### config.mk
export PLATFORM = sky130hd
export DESIGN_NAME = dual_dosing_pump_controller
export DESIGN_NICKNAME = d
export VERILOG_FILES = /design/src/hw/rtl/ddpc_pkg.sv /design/src/hw/rtl/ddpc_apb_regs.sv /design/src/hw/rtl/ddpc_channel.sv /design/src/hw/rtl/dual_dosing_pump_controller.sv
export SDC_FILE = /design/constraint.sdc
export NUM_CORES = 2
export LEC_CHECK = 0
export BUFFER_PORTS_ARGS = -buffer_cell sky130_fd_sc_hd__buf_2
export CORE_MARGIN = 2
export CORE_UTILIZATION = 35
export DETAILED_ROUTE_END_ITERATION = 8
export PLACE_DENSITY_LB_ADDON = 0.2
export SLEW_MARGIN = 0
export SYNTH_ARGS = -nofsm -noshare
export SYNTH_HDL_FRONTEND = slang
export SYNTH_SLANG_ARGS = --single-unit
### constraint.sdc
create_clock -name i_clk -period 7.6 [get_ports i_clk]
set_clock_uncertainty 0.1 [all_clocks]
set_input_delay 2.28 -clock i_clk [delete_from_list [all_inputs] [get_ports i_clk]]
set_output_delay 2.28 -clock i_clk [all_outputs]
set_load 0.1 [all_outputs]
### src/hw/rtl/ddpc_pkg.sv
// Shared types and constants for the dual dosing pump controller.
`timescale 1ns / 1ps

package ddpc_pkg;

    localparam int SampleW        = 12;
    localparam int TimeW          = 64;
    localparam int IntervalW      = 32;
    localparam int WarnW          = 6;
    localparam int MainsHighLimit = 3500;
    localparam int MainsLowLimit  = 500;

    localparam int CfgAddrW = 5;
    localparam int CfgDataW = 32;

    localparam logic [2*SampleW-1:0] WarnLimitsReset = 24'hFFF000;

    typedef enum logic [2:0] {
        CFG_PH_SETPOINT   = 3'd0,
        CFG_COND_SETPOINT = 3'd1,
        CFG_PH_ON_TIME    = 3'd2,
        CFG_PH_OFF_TIME   = 3'd3,
        CFG_COND_ON_TIME  = 3'd4,
        CFG_COND_OFF_TIME = 3'd5,
        CFG_PH_WARN       = 3'd6,
        CFG_COND_WARN     = 3'd7
    } t_cfg_idx;

    typedef struct packed {
        logic [SampleW-1:0]   setpoint;
        logic [IntervalW-1:0] on_time;
        logic [IntervalW-1:0] off_time;
        logic [SampleW-1:0]   warn_hi;
        logic [SampleW-1:0]   warn_lo;
    } t_chan_cfg;

    typedef struct packed {
        logic pump;
        logic active;
        logic warn_lo;
        logic warn_hi;
    } t_chan_stat;

endpackage

### src/hw/rtl/ddpc_apb_regs.sv
// APB configuration registers for both dosing channels.
`timescale 1ns / 1ps

module ddpc_apb_regs (
    input  logic                             i_clk,
    input  logic                             i_rst_n,
    input  logic                             psel,
    input  logic                             penable,
    input  logic                             pwrite,
    input  logic [ddpc_pkg::CfgAddrW-1:0]    paddr,
    input  logic [ddpc_pkg::CfgDataW-1:0]    pwdata,
    output logic [ddpc_pkg::CfgDataW-1:0]    prdata,
    output logic                             pready,
    output ddpc_pkg::t_chan_cfg              o_ph_cfg,
    output ddpc_pkg::t_chan_cfg              o_cond_cfg
);
    import ddpc_pkg::*;

    logic [SampleW-1:0]   r_ph_setpoint, r_cond_setpoint;
    logic [IntervalW-1:0] r_ph_on, r_ph_off, r_cond_on, r_cond_off;
    logic [2*SampleW-1:0] r_ph_warn, r_cond_warn;
    logic                 w_wr;
    t_cfg_idx             w_idx;

    assign pready = 1'b1;
    assign w_wr   = psel && penable && pwrite && pready;
    assign w_idx  = t_cfg_idx'(paddr[4:2]);

    always_ff @(posedge i_clk) begin
        if (!i_rst_n) begin
            r_ph_setpoint   <= '0;
            r_cond_setpoint <= '0;
            r_ph_on         <= '0;
            r_ph_off        <= '0;
            r_cond_on       <= '0;
            r_cond_off      <= '0;
            r_ph_warn       <= WarnLimitsReset;
            r_cond_warn     <= WarnLimitsReset;
        end else if (w_wr) begin
            unique case (w_idx)
                CFG_PH_SETPOINT:   r_ph_setpoint   <= pwdata[SampleW-1:0];
                CFG_COND_SETPOINT: r_cond_setpoint <= pwdata[SampleW-1:0];
                CFG_PH_ON_TIME:    r_ph_on         <= pwdata;
                CFG_PH_OFF_TIME:   r_ph_off        <= pwdata;
                CFG_COND_ON_TIME:  r_cond_on       <= pwdata;
                CFG_COND_OFF_TIME: r_cond_off      <= pwdata;
                CFG_PH_WARN:       r_ph_warn       <= pwdata[2*SampleW-1:0];
                CFG_COND_WARN:     r_cond_warn     <= pwdata[2*SampleW-1:0];
                default: ;
            endcase
        end
    end

    always_comb begin
        prdata = '0;
        unique case (w_idx)
            CFG_PH_SETPOINT:   prdata = {{(CfgDataW-SampleW){1'b0}}, r_ph_setpoint};
            CFG_COND_SETPOINT: prdata = {{(CfgDataW-SampleW){1'b0}}, r_cond_setpoint};
            CFG_PH_ON_TIME:    prdata = r_ph_on;
            CFG_PH_OFF_TIME:   prdata = r_ph_off;
            CFG_COND_ON_TIME:  prdata = r_cond_on;
            CFG_COND_OFF_TIME: prdata = r_cond_off;
            CFG_PH_WARN:       prdata = {{(CfgDataW-2*SampleW){1'b0}}, r_ph_warn};
            CFG_COND_WARN:     prdata = {{(CfgDataW-2*SampleW){1'b0}}, r_cond_warn};
            default:           prdata = '0;
        endcase
    end

    assign o_ph_cfg   = '{setpoint: r_ph_setpoint, on_time: r_ph_on, off_time: r_ph_off,
                          warn_hi: r_ph_warn[2*SampleW-1:SampleW],
                          warn_lo: r_ph_warn[SampleW-1:0]};
    assign o_cond_cfg = '{setpoint: r_cond_setpoint, on_time: r_cond_on,
                          off_time: r_cond_off,
                          warn_hi: r_cond_warn[2*SampleW-1:SampleW],
                          warn_lo: r_cond_warn[SampleW-1:0]};

endmodule

### src/hw/rtl/ddpc_channel.sv
// One dosing channel: demand bit, pump on/rest timing and sample limit checks.
`timescale 1ns / 1ps

module ddpc_channel (
    input  logic                           i_clk,
    input  logic                           i_rst_n,
    input  logic                           i_step,
    input  logic [ddpc_pkg::TimeW-1:0]     i_now,
    input  logic                           i_sample_valid,
    input  logic [ddpc_pkg::SampleW-1:0]   i_sample,
    input  ddpc_pkg::t_chan_cfg            i_cfg,
    output ddpc_pkg::t_chan_stat           o_stat
);
    import ddpc_pkg::*;

    logic             r_demand, r_active, r_pump;
    logic [TimeW-1:0] r_on_start, r_off_start;
    logic             n_demand, n_active, n_pump;
    logic [TimeW-1:0] n_on_start, n_off_start;
    logic             w_start, w_stop, w_rest;
    logic [TimeW-1:0] w_on_elapsed, w_off_elapsed;

    assign w_on_elapsed  = i_now - r_on_start;
    assign w_off_elapsed = i_now - r_off_start;

    always_comb begin
        n_demand = i_sample_valid ? (i_sample <= i_cfg.setpoint) : r_demand;
        w_start  = !r_pump && n_demand && !r_active;
        // A pump started in this beat has zero elapsed time, so only a pump
        // that was already running can stop; likewise rest needs no stop now.
        w_stop   = r_pump && (w_on_elapsed > {{(TimeW-IntervalW){1'b0}}, i_cfg.on_time});
        n_pump   = (r_pump || w_start) && !w_stop;
        w_rest   = !n_pump && !w_stop &&
                   (w_off_elapsed > {{(TimeW-IntervalW){1'b0}}, i_cfg.off_time});
        n_active    = (r_active || w_start) && !w_rest;
        n_on_start  = w_start ? i_now : r_on_start;
        n_off_start = w_stop ? i_now : r_off_start;
    end

    always_ff @(posedge i_clk) begin
        if (!i_rst_n) begin
            r_demand    <= 1'b0;
            r_active    <= 1'b0;
            r_pump      <= 1'b0;
            r_on_start  <= '0;
            r_off_start <= '0;
        end else if (i_step) begin
            r_demand    <= n_demand;
            r_active    <= n_active;
            r_pump      <= n_pump;
            r_on_start  <= n_on_start;
            r_off_start <= n_off_start;
        end
    end

    assign o_stat = '{pump: n_pump, active: n_active,
                      warn_lo: (i_sample <= i_cfg.warn_lo),
                      warn_hi: (i_sample >= i_cfg.warn_hi)};

`ifndef SYNTHESIS
    a_pump_in_action: assert property (@(posedge i_clk) disable iff (!i_rst_n)
        r_pump |-> r_active)
        else $error("pump running outside its action phase");
    a_start_stamps: assert property (@(posedge i_clk) disable iff (!i_rst_n)
        i_step && w_start |=> r_pump && (r_on_start == $past(i_now)))
        else $error("pump start did not record its start time");
    a_stop_stamps: assert property (@(posedge i_clk) disable iff (!i_rst_n)
        i_step && w_stop |=> !r_pump && (r_off_start == $past(i_now)))
        else $error("pump stop did not record its stop time");
`endif

endmodule

### src/hw/rtl/dual_dosing_pump_controller.sv
// Top level of the dual dosing pump controller: stream ports, stages, warnings.
`timescale 1ns / 1ps
//
// Usage:
//   Input stream (i_s_*): one beat per control step. tdata carries the
//   timestamp and three raw ADC samples; tuser says whether the samples are
//   fresh. Beats without samples still advance the pump timing.
//   Output stream (o_m_*): exactly one beat per input beat, in order, with
//   both pump drive levels, both action phase flags and six warning flags.
//   Configuration: APB port, eight 32-bit registers at byte offsets 0..28.
//   Write them only while no beat is in flight.
// Timing:
//   An accepted beat is held in the input register and, once the output
//   register is free, processed into the output register that drives
//   o_m_tvalid and o_m_tdata. One beat is accepted every cycle while
//   i_m_tready stays high; the channel state update (two 64-bit elapsed-time
//   subtractions per channel) is combinational.
// Reset: synchronous, active low. Pumps off, action phases and demand
//   cleared, warnings zero, limits at their full-range defaults.
// Back-pressure: while i_m_tready is low the result stays on o_m_tdata and
//   the input register can still take one more beat before o_s_tready drops.
//
module dual_dosing_pump_controller #(
    parameter int MAINS_HIGH_LIMIT = ddpc_pkg::MainsHighLimit,
    parameter int MAINS_LOW_LIMIT  = ddpc_pkg::MainsLowLimit
) (
    input  logic                           i_clk,
    input  logic                           i_rst_n,
    input  logic                           i_s_tvalid,
    output logic                           o_s_tready,
    // [63:0] now_time, [75:64] ph_sample, [87:76] cond_sample,
    // [99:88] supply_sample, [103:100] zero
    input  logic [103:0]                   i_s_tdata,
    // [0] sample_valid
    input  logic                           i_s_tuser,
    output logic                           o_m_tvalid,
    input  logic                           i_m_tready,
    // [0] ph_pump_on, [1] cond_pump_on, [2] ph_in_action, [3] cond_in_action,
    // [9:4] warnings, [15:10] zero
    output logic [15:0]                    o_m_tdata,
    input  logic                           psel,
    input  logic                           penable,
    input  logic                           pwrite,
    input  logic [ddpc_pkg::CfgAddrW-1:0]  paddr,
    input  logic [ddpc_pkg::CfgDataW-1:0]  pwdata,
    output logic [ddpc_pkg::CfgDataW-1:0]  prdata,
    output logic                           pready
);
    import ddpc_pkg::*;

    localparam logic [SampleW-1:0] MainsHi = SampleW'(MAINS_HIGH_LIMIT);
    localparam logic [SampleW-1:0] MainsLo = SampleW'(MAINS_LOW_LIMIT);

    logic               r_in_valid, r_in_sv;
    logic [TimeW-1:0]   r_in_now;
    logic [SampleW-1:0] r_in_ph, r_in_cond, r_in_supply;
    logic               r_out_valid;
    logic [15:0]        r_out_data;
    logic [WarnW-1:0]   r_warn, n_warn;
    logic               w_out_free, w_advance, w_accept;
    t_chan_cfg          w_ph_cfg, w_cond_cfg;
    t_chan_stat         w_ph_stat, w_cond_stat;

    assign w_out_free = !r_out_valid || i_m_tready;
    assign w_advance  = r_in_valid && w_out_free;
    assign o_s_tready = !r_in_valid || w_out_free;
    assign w_accept   = i_s_tvalid && o_s_tready;

    ddpc_apb_regs u_regs (
        .i_clk      (i_clk),
        .i_rst_n    (i_rst_n),
        .psel       (psel),
        .penable    (penable),
        .pwrite     (pwrite),
        .paddr      (paddr),
        .pwdata     (pwdata),
        .prdata     (prdata),
        .pready     (pready),
        .o_ph_cfg   (w_ph_cfg),
        .o_cond_cfg (w_cond_cfg)
    );

    ddpc_channel u_ph (
        .i_clk          (i_clk),
        .i_rst_n        (i_rst_n),
        .i_step         (w_advance),
        .i_now          (r_in_now),
        .i_sample_valid (r_in_sv),
        .i_sample       (r_in_ph),
        .i_cfg          (w_ph_cfg),
        .o_stat         (w_ph_stat)
    );

    ddpc_channel u_cond (
        .i_clk          (i_clk),
        .i_rst_n        (i_rst_n),
        .i_step         (w_advance),
        .i_now          (r_in_now),
        .i_sample_valid (r_in_sv),
        .i_sample       (r_in_cond),
        .i_cfg          (w_cond_cfg),
        .o_stat         (w_cond_stat)
    );

    always_comb begin
        n_warn = r_warn;
        if (r_in_sv) begin
            n_warn = {(r_in_supply <= MainsLo), (r_in_supply >= MainsHi),
                      w_cond_stat.warn_lo, w_cond_stat.warn_hi,
                      w_ph_stat.warn_lo, w_ph_stat.warn_hi};
        end
    end

    always_ff @(posedge i_clk) begin
        if (!i_rst_n) begin
            r_in_valid  <= 1'b0;
            r_out_valid <= 1'b0;
            r_warn      <= '0;
        end else begin
            if (w_accept) begin
                r_in_valid <= 1'b1;
            end else if (w_advance) begin
                r_in_valid <= 1'b0;
            end
            if (w_advance) begin
                r_out_valid <= 1'b1;
                r_warn      <= n_warn;
            end else if (i_m_tready) begin
                r_out_valid <= 1'b0;
            end
        end
    end

    always_ff @(posedge i_clk) begin
        if (w_accept) begin
            r_in_now    <= i_s_tdata[63:0];
            r_in_ph     <= i_s_tdata[75:64];
            r_in_cond   <= i_s_tdata[87:76];
            r_in_supply <= i_s_tdata[99:88];
            r_in_sv     <= i_s_tuser;
        end
        if (w_advance) begin
            r_out_data <= {6'b0, n_warn, w_cond_stat.active, w_ph_stat.active,
                           w_cond_stat.pump, w_ph_stat.pump};
        end
    end

    assign o_m_tvalid = r_out_valid;
    assign o_m_tdata  = r_out_data;

`ifndef SYNTHESIS
    a_out_pump_action: assert property (@(posedge i_clk) disable iff (!i_rst_n)
        o_m_tvalid |-> (!o_m_tdata[0] || o_m_tdata[2]) && (!o_m_tdata[1] || o_m_tdata[3]))
        else $error("result shows a pump on outside its action phase");
    a_out_from_step: assert property (@(posedge i_clk) disable iff (!i_rst_n)
        $rose(r_out_valid) |-> $past(w_advance))
        else $error("result appeared without a processed beat");
    a_warn_hold: assert property (@(posedge i_clk) disable iff (!i_rst_n)
        !(w_advance && r_in_sv) |=> $stable(r_warn))
        else $error("warning flags changed without a sample set");
`endif

endmodule

==> metrics.md <==
| Metric | Value |
|---|---|
| Status | `finished, final reports clean` |
| Hold slack | `about 0.36 ns` |
| Root buf cell | `clkbuf_16` |
| Leak | `about 19 nW` |
| CTS buffer count | `75` |
| Setup Buffers After CTS | `0` |
| Number of I/O pins | `200` |
| Clk pwr share | `0.395` |
| Gate Count Post-Synth | `6,195` |
| Drt total wl | `about 190 mm` |
| # DRC | `0` |
| Layout Nets | `roughly 6,800` |
| Hold/Removal Path Class | `reg2reg` |
| Clock slew at reported path FFs | `approximately 0.060 ns` |
| Final Setup Violations | `0` |
| Largest net degree at the start of global routing | `between 200 and 250` |
| Kind of start point of the critical path | `input pin` |
| Post-CTS Resized | `0` |
| Worst R2R Start | `r_in_now[3]` |
| GPL Wtd Cong | `roughly 0.97` |
| Pre-antenna DRT Iters | `7` |
| Initial antenna violation count | `8` |
| Layout cell share with drive strength beyond 1 | `0.0791` |
| CP endpoint | `prdata[2]` |
| Final hold viol count | `0` |
| Comb power frac | `0.247` |
| Fmax | `0.143 GHz` |
| Number of synthesized register bits | `between 500 and 600` |
| CTS tree | `yes` |
| R2R depth | `23` |
| Core area | `approximately 130,000 µm²` |
| Crit path kind | `in2out` |
| CP Launch Point | `paddr[4]` |
| WL/cell | `between 20 and 25 µm` |
| Vias in the first global route | `~42,000` |
| GR Util All Layers | `0.260` |
| R2R Setup Slk | `roughly 0.65 ns` |
| DR vias/cell | `5.71` |
| # port buffers | `between 150 and 200` |
| Crit. End Element | `output pin` |
| Grt total ovfl | `0` |
| Number of cell rows | `~130` |
| First-pass GRT wire length | `roughly 270 mm` |
| Routed Antenna Nets | `0` |
| Sequential power share | `0.359` |
| Number of synthesized flops with an enable pin | `around 110` |
| Sink Count | `581` |
| Tcrit/Tclk final | `0.922` |
| P per Cell Area | `~180 nW/µm²` |
| NetSw | `roughly 3.2 mW` |
| Initial DRC Count | `about 4,200` |
| Worst VDD drop | `roughly 0.16 mV` |
| Switching share of power | `0.345` |
| DP HPWL | `approximately 150 mm` |
| Arrival time worst endpoint | `4.63 ns` |
| Tightest Pin Transition | `1.20 ns` |
| MaxCap Viol Count | `0` |
| ANT cells | `0` |
| Max transition margin | `0.201` |
| Post-synth cell types | `around 120` |
| Die W | `roughly 370 µm` |
| Syn Std Cell Area | `about 47,000 µm²` |
| Maximum buffer depth of the clock tree | `3` |
| Area growth syn-to-layout | `9.82%` |
| Sequential area share after synthesis | `0.269` |
| Tmin final | `between 7 and 8 ns` |
| Post-DP Area | `between 40,000 and 50,000 µm²` |
| Hold-fix buffers, CTS | `0` |
| FF-to-FF End | `u_cond.r_off_start[61]` |
| Ys Warns | `0` |
| Die area | `between 100,000 and 150,000 µm²` |
| Initial core utilization | `0.354` |
| Final instance area | `approximately 52,000 µm²` |
| Ys async rst share | `0` |
| CP required | `5.22 ns` |
| Syn Area/Cell | `between 7 and 8 µm²` |
| Clk_lat worst skew | `approximately 0.70 ns` |
| RSZ-0062 raised after global routing | `false` |
| Setup TNS | `0 ns` |
| Internal | `6.12 mW` |
| Worst hold stages | `2` |
| Die H | `~370 µm` |
| Main synth FF type | `dfxtp_1` |
| Final Slew Violations | `0` |
| Max FO, Critical Path | `26` |
| Vias | `~46,000` |
| Htree depth | `3` |
[how the worst min path moves through the flow]
stage	start	slack (ns)	end
6_report	u_cond.r_off_start[1]	0.36	u_cond.r_off_start[1]
5_1_grt	u_cond.r_off_start[19]	0.38	u_cond.r_off_start[19]
4_1_cts	u_cond.r_off_start[42]	0.36	u_cond.r_off_start[42]
3_5_place_dp	u_cond.r_off_start[52]	0.35	u_cond.r_off_start[52]
3_3_place_gp	u_cond.r_off_start[38]	0.35	u_cond.r_off_start[38]
2_1_floorplan	u_cond.r_off_start[1]	0.34	u_cond.r_off_start[1]
[per-stage QoR]
step	total power, mW	instances	setup WS [ns]	utilization
after floorplan	4.98	6200	0.117	-
after global placement	5.67	7857	0.703	0.370
after detailed placement	5.68	7857	0.659	0.370
after CTS	9.39	7997	0.644	0.388
after global routing	9.76	7997	0.304	0.388
final	9.35	7997	0.592	0.388
[cell usage after synthesis, drive strengths merged (27+ instances only)]
master / number / area (µm²)
a211oi: 28 / 215
a21boi: 327 / 2450
a21o: 139 / 1040
a21oi: 420 / 2130
a31oi: 34 / 213
a32oi: 70 / 613
and3: 32 / 200
buf: 93 / 607
clkbuf: 245 / 932
dfxtp: 470 / 9410
dlygate4sd3: 29 / 290
edfxtp: 111 / 3330
ha: 452 / 5660
inv: 518 / 1940
mux2i: 122 / 1220
nand2: 1178 / 4420
nand2b: 29 / 181
nand3: 85 / 425
nand4: 147 / 947
nor2: 336 / 1260
nor2b: 35 / 219
nor3: 86 / 447
nor4: 32 / 228
o211ai: 50 / 375
o21a: 47 / 353
o21ai: 298 / 1500
o21bai: 51 / 383
o22ai: 29 / 181
o311ai: 70 / 628
o41ai: 74 / 648
or3: 27 / 174
xnor2: 109 / 955
xor2: 85 / 744
[power groups by stage]
stage	registers (mW)	logic, mW	clock network (mW)
CTS	3.35	2.28	3.77
detailed placement	3.41	2.27	0
floorplan	3.37	1.61	0
global placement	3.41	2.26	0
finish	3.35	2.31	3.69
global route	3.36	2.52	3.88
[cells by family after synthesis]
| kind of cell | count (synthesis) | synth area share |
|---|---|---|
| and+or+nand+nor | 2090 | 0.197 |
| AOI/OAI and AO/OA | 1844 | 0.266 |
| buffers and inverters | 893 | 0.0812 |
| DFF | 581 | 0.269 |
| adders and majority gates | 456 | 0.121 |
| xor gates and xnor gates | 194 | 0.0359 |
| muxes | 135 | 0.0301 |
| other | 2 | 0.000159 |
[registers in the layout, summed over array words and instances, names as in the netlist, 32 cells and up]
signal	cells
u_cond.r_on_start	64
u_regs.r_cond_off	32
u_cond.r_off_start	64
r_in_now	64
u_ph.r_on_start	64
u_regs.r_ph_on	32
u_regs.r_cond_on	32
u_ph.r_off_start	64
u_regs.r_ph_off	32
[routing by layer]
metal | track usage | routed length [µm] | vias to the layer above
li1 | - | - | 22100
met1 | 0.391 | 90700 | 21900
met2 | 0.381 | 77000 | 1510
met3 | 0.0434 | 13900 | 189
met4 | 0.0654 | 3920 | 2
met5 | 0 | 14 | -
[critical path, cell delays in order]
cell      delay, ns
buf_2          0.53
nor2b_1        0.64
a221oi_1       0.16
o21ai_0        0.35
o21a_1         0.20
buf_2          0.43
[area by class of cell]
cell class	instances	area (µm²)
Clock buffer	100	2160
Sequential cell	581	12700
Fill cell	14100	81900
Timing Repair Buffer	264	1630
Multi-Input combinational cell	4726	31000
Inverter	518	1940
Tap cell	1768	2210
Clock inverter	40	349
[cells in the final DEF (no fill, tap or decap), types with 107 or more instances in the layout]
cell type | netlist | final
buf_2 | 32 | 182
edfxtp_1 | 111 | 111
inv_1 | 517 | 517
dfxtp_1 | 470 | 470
ha_1 | 452 | 452
xnor2_1 | 109 | 107
a21oi_1 | 413 | 413
nand2_1 | 1177 | 1173
a21boi_0 | 323 | 323
nor2_1 | 336 | 332
a21o_1 | 139 | 139
o21ai_0 | 274 | 270
nand4_1 | 144 | 144
mux2i_1 | 122 | 122
(Power assumes the default switching activity.)
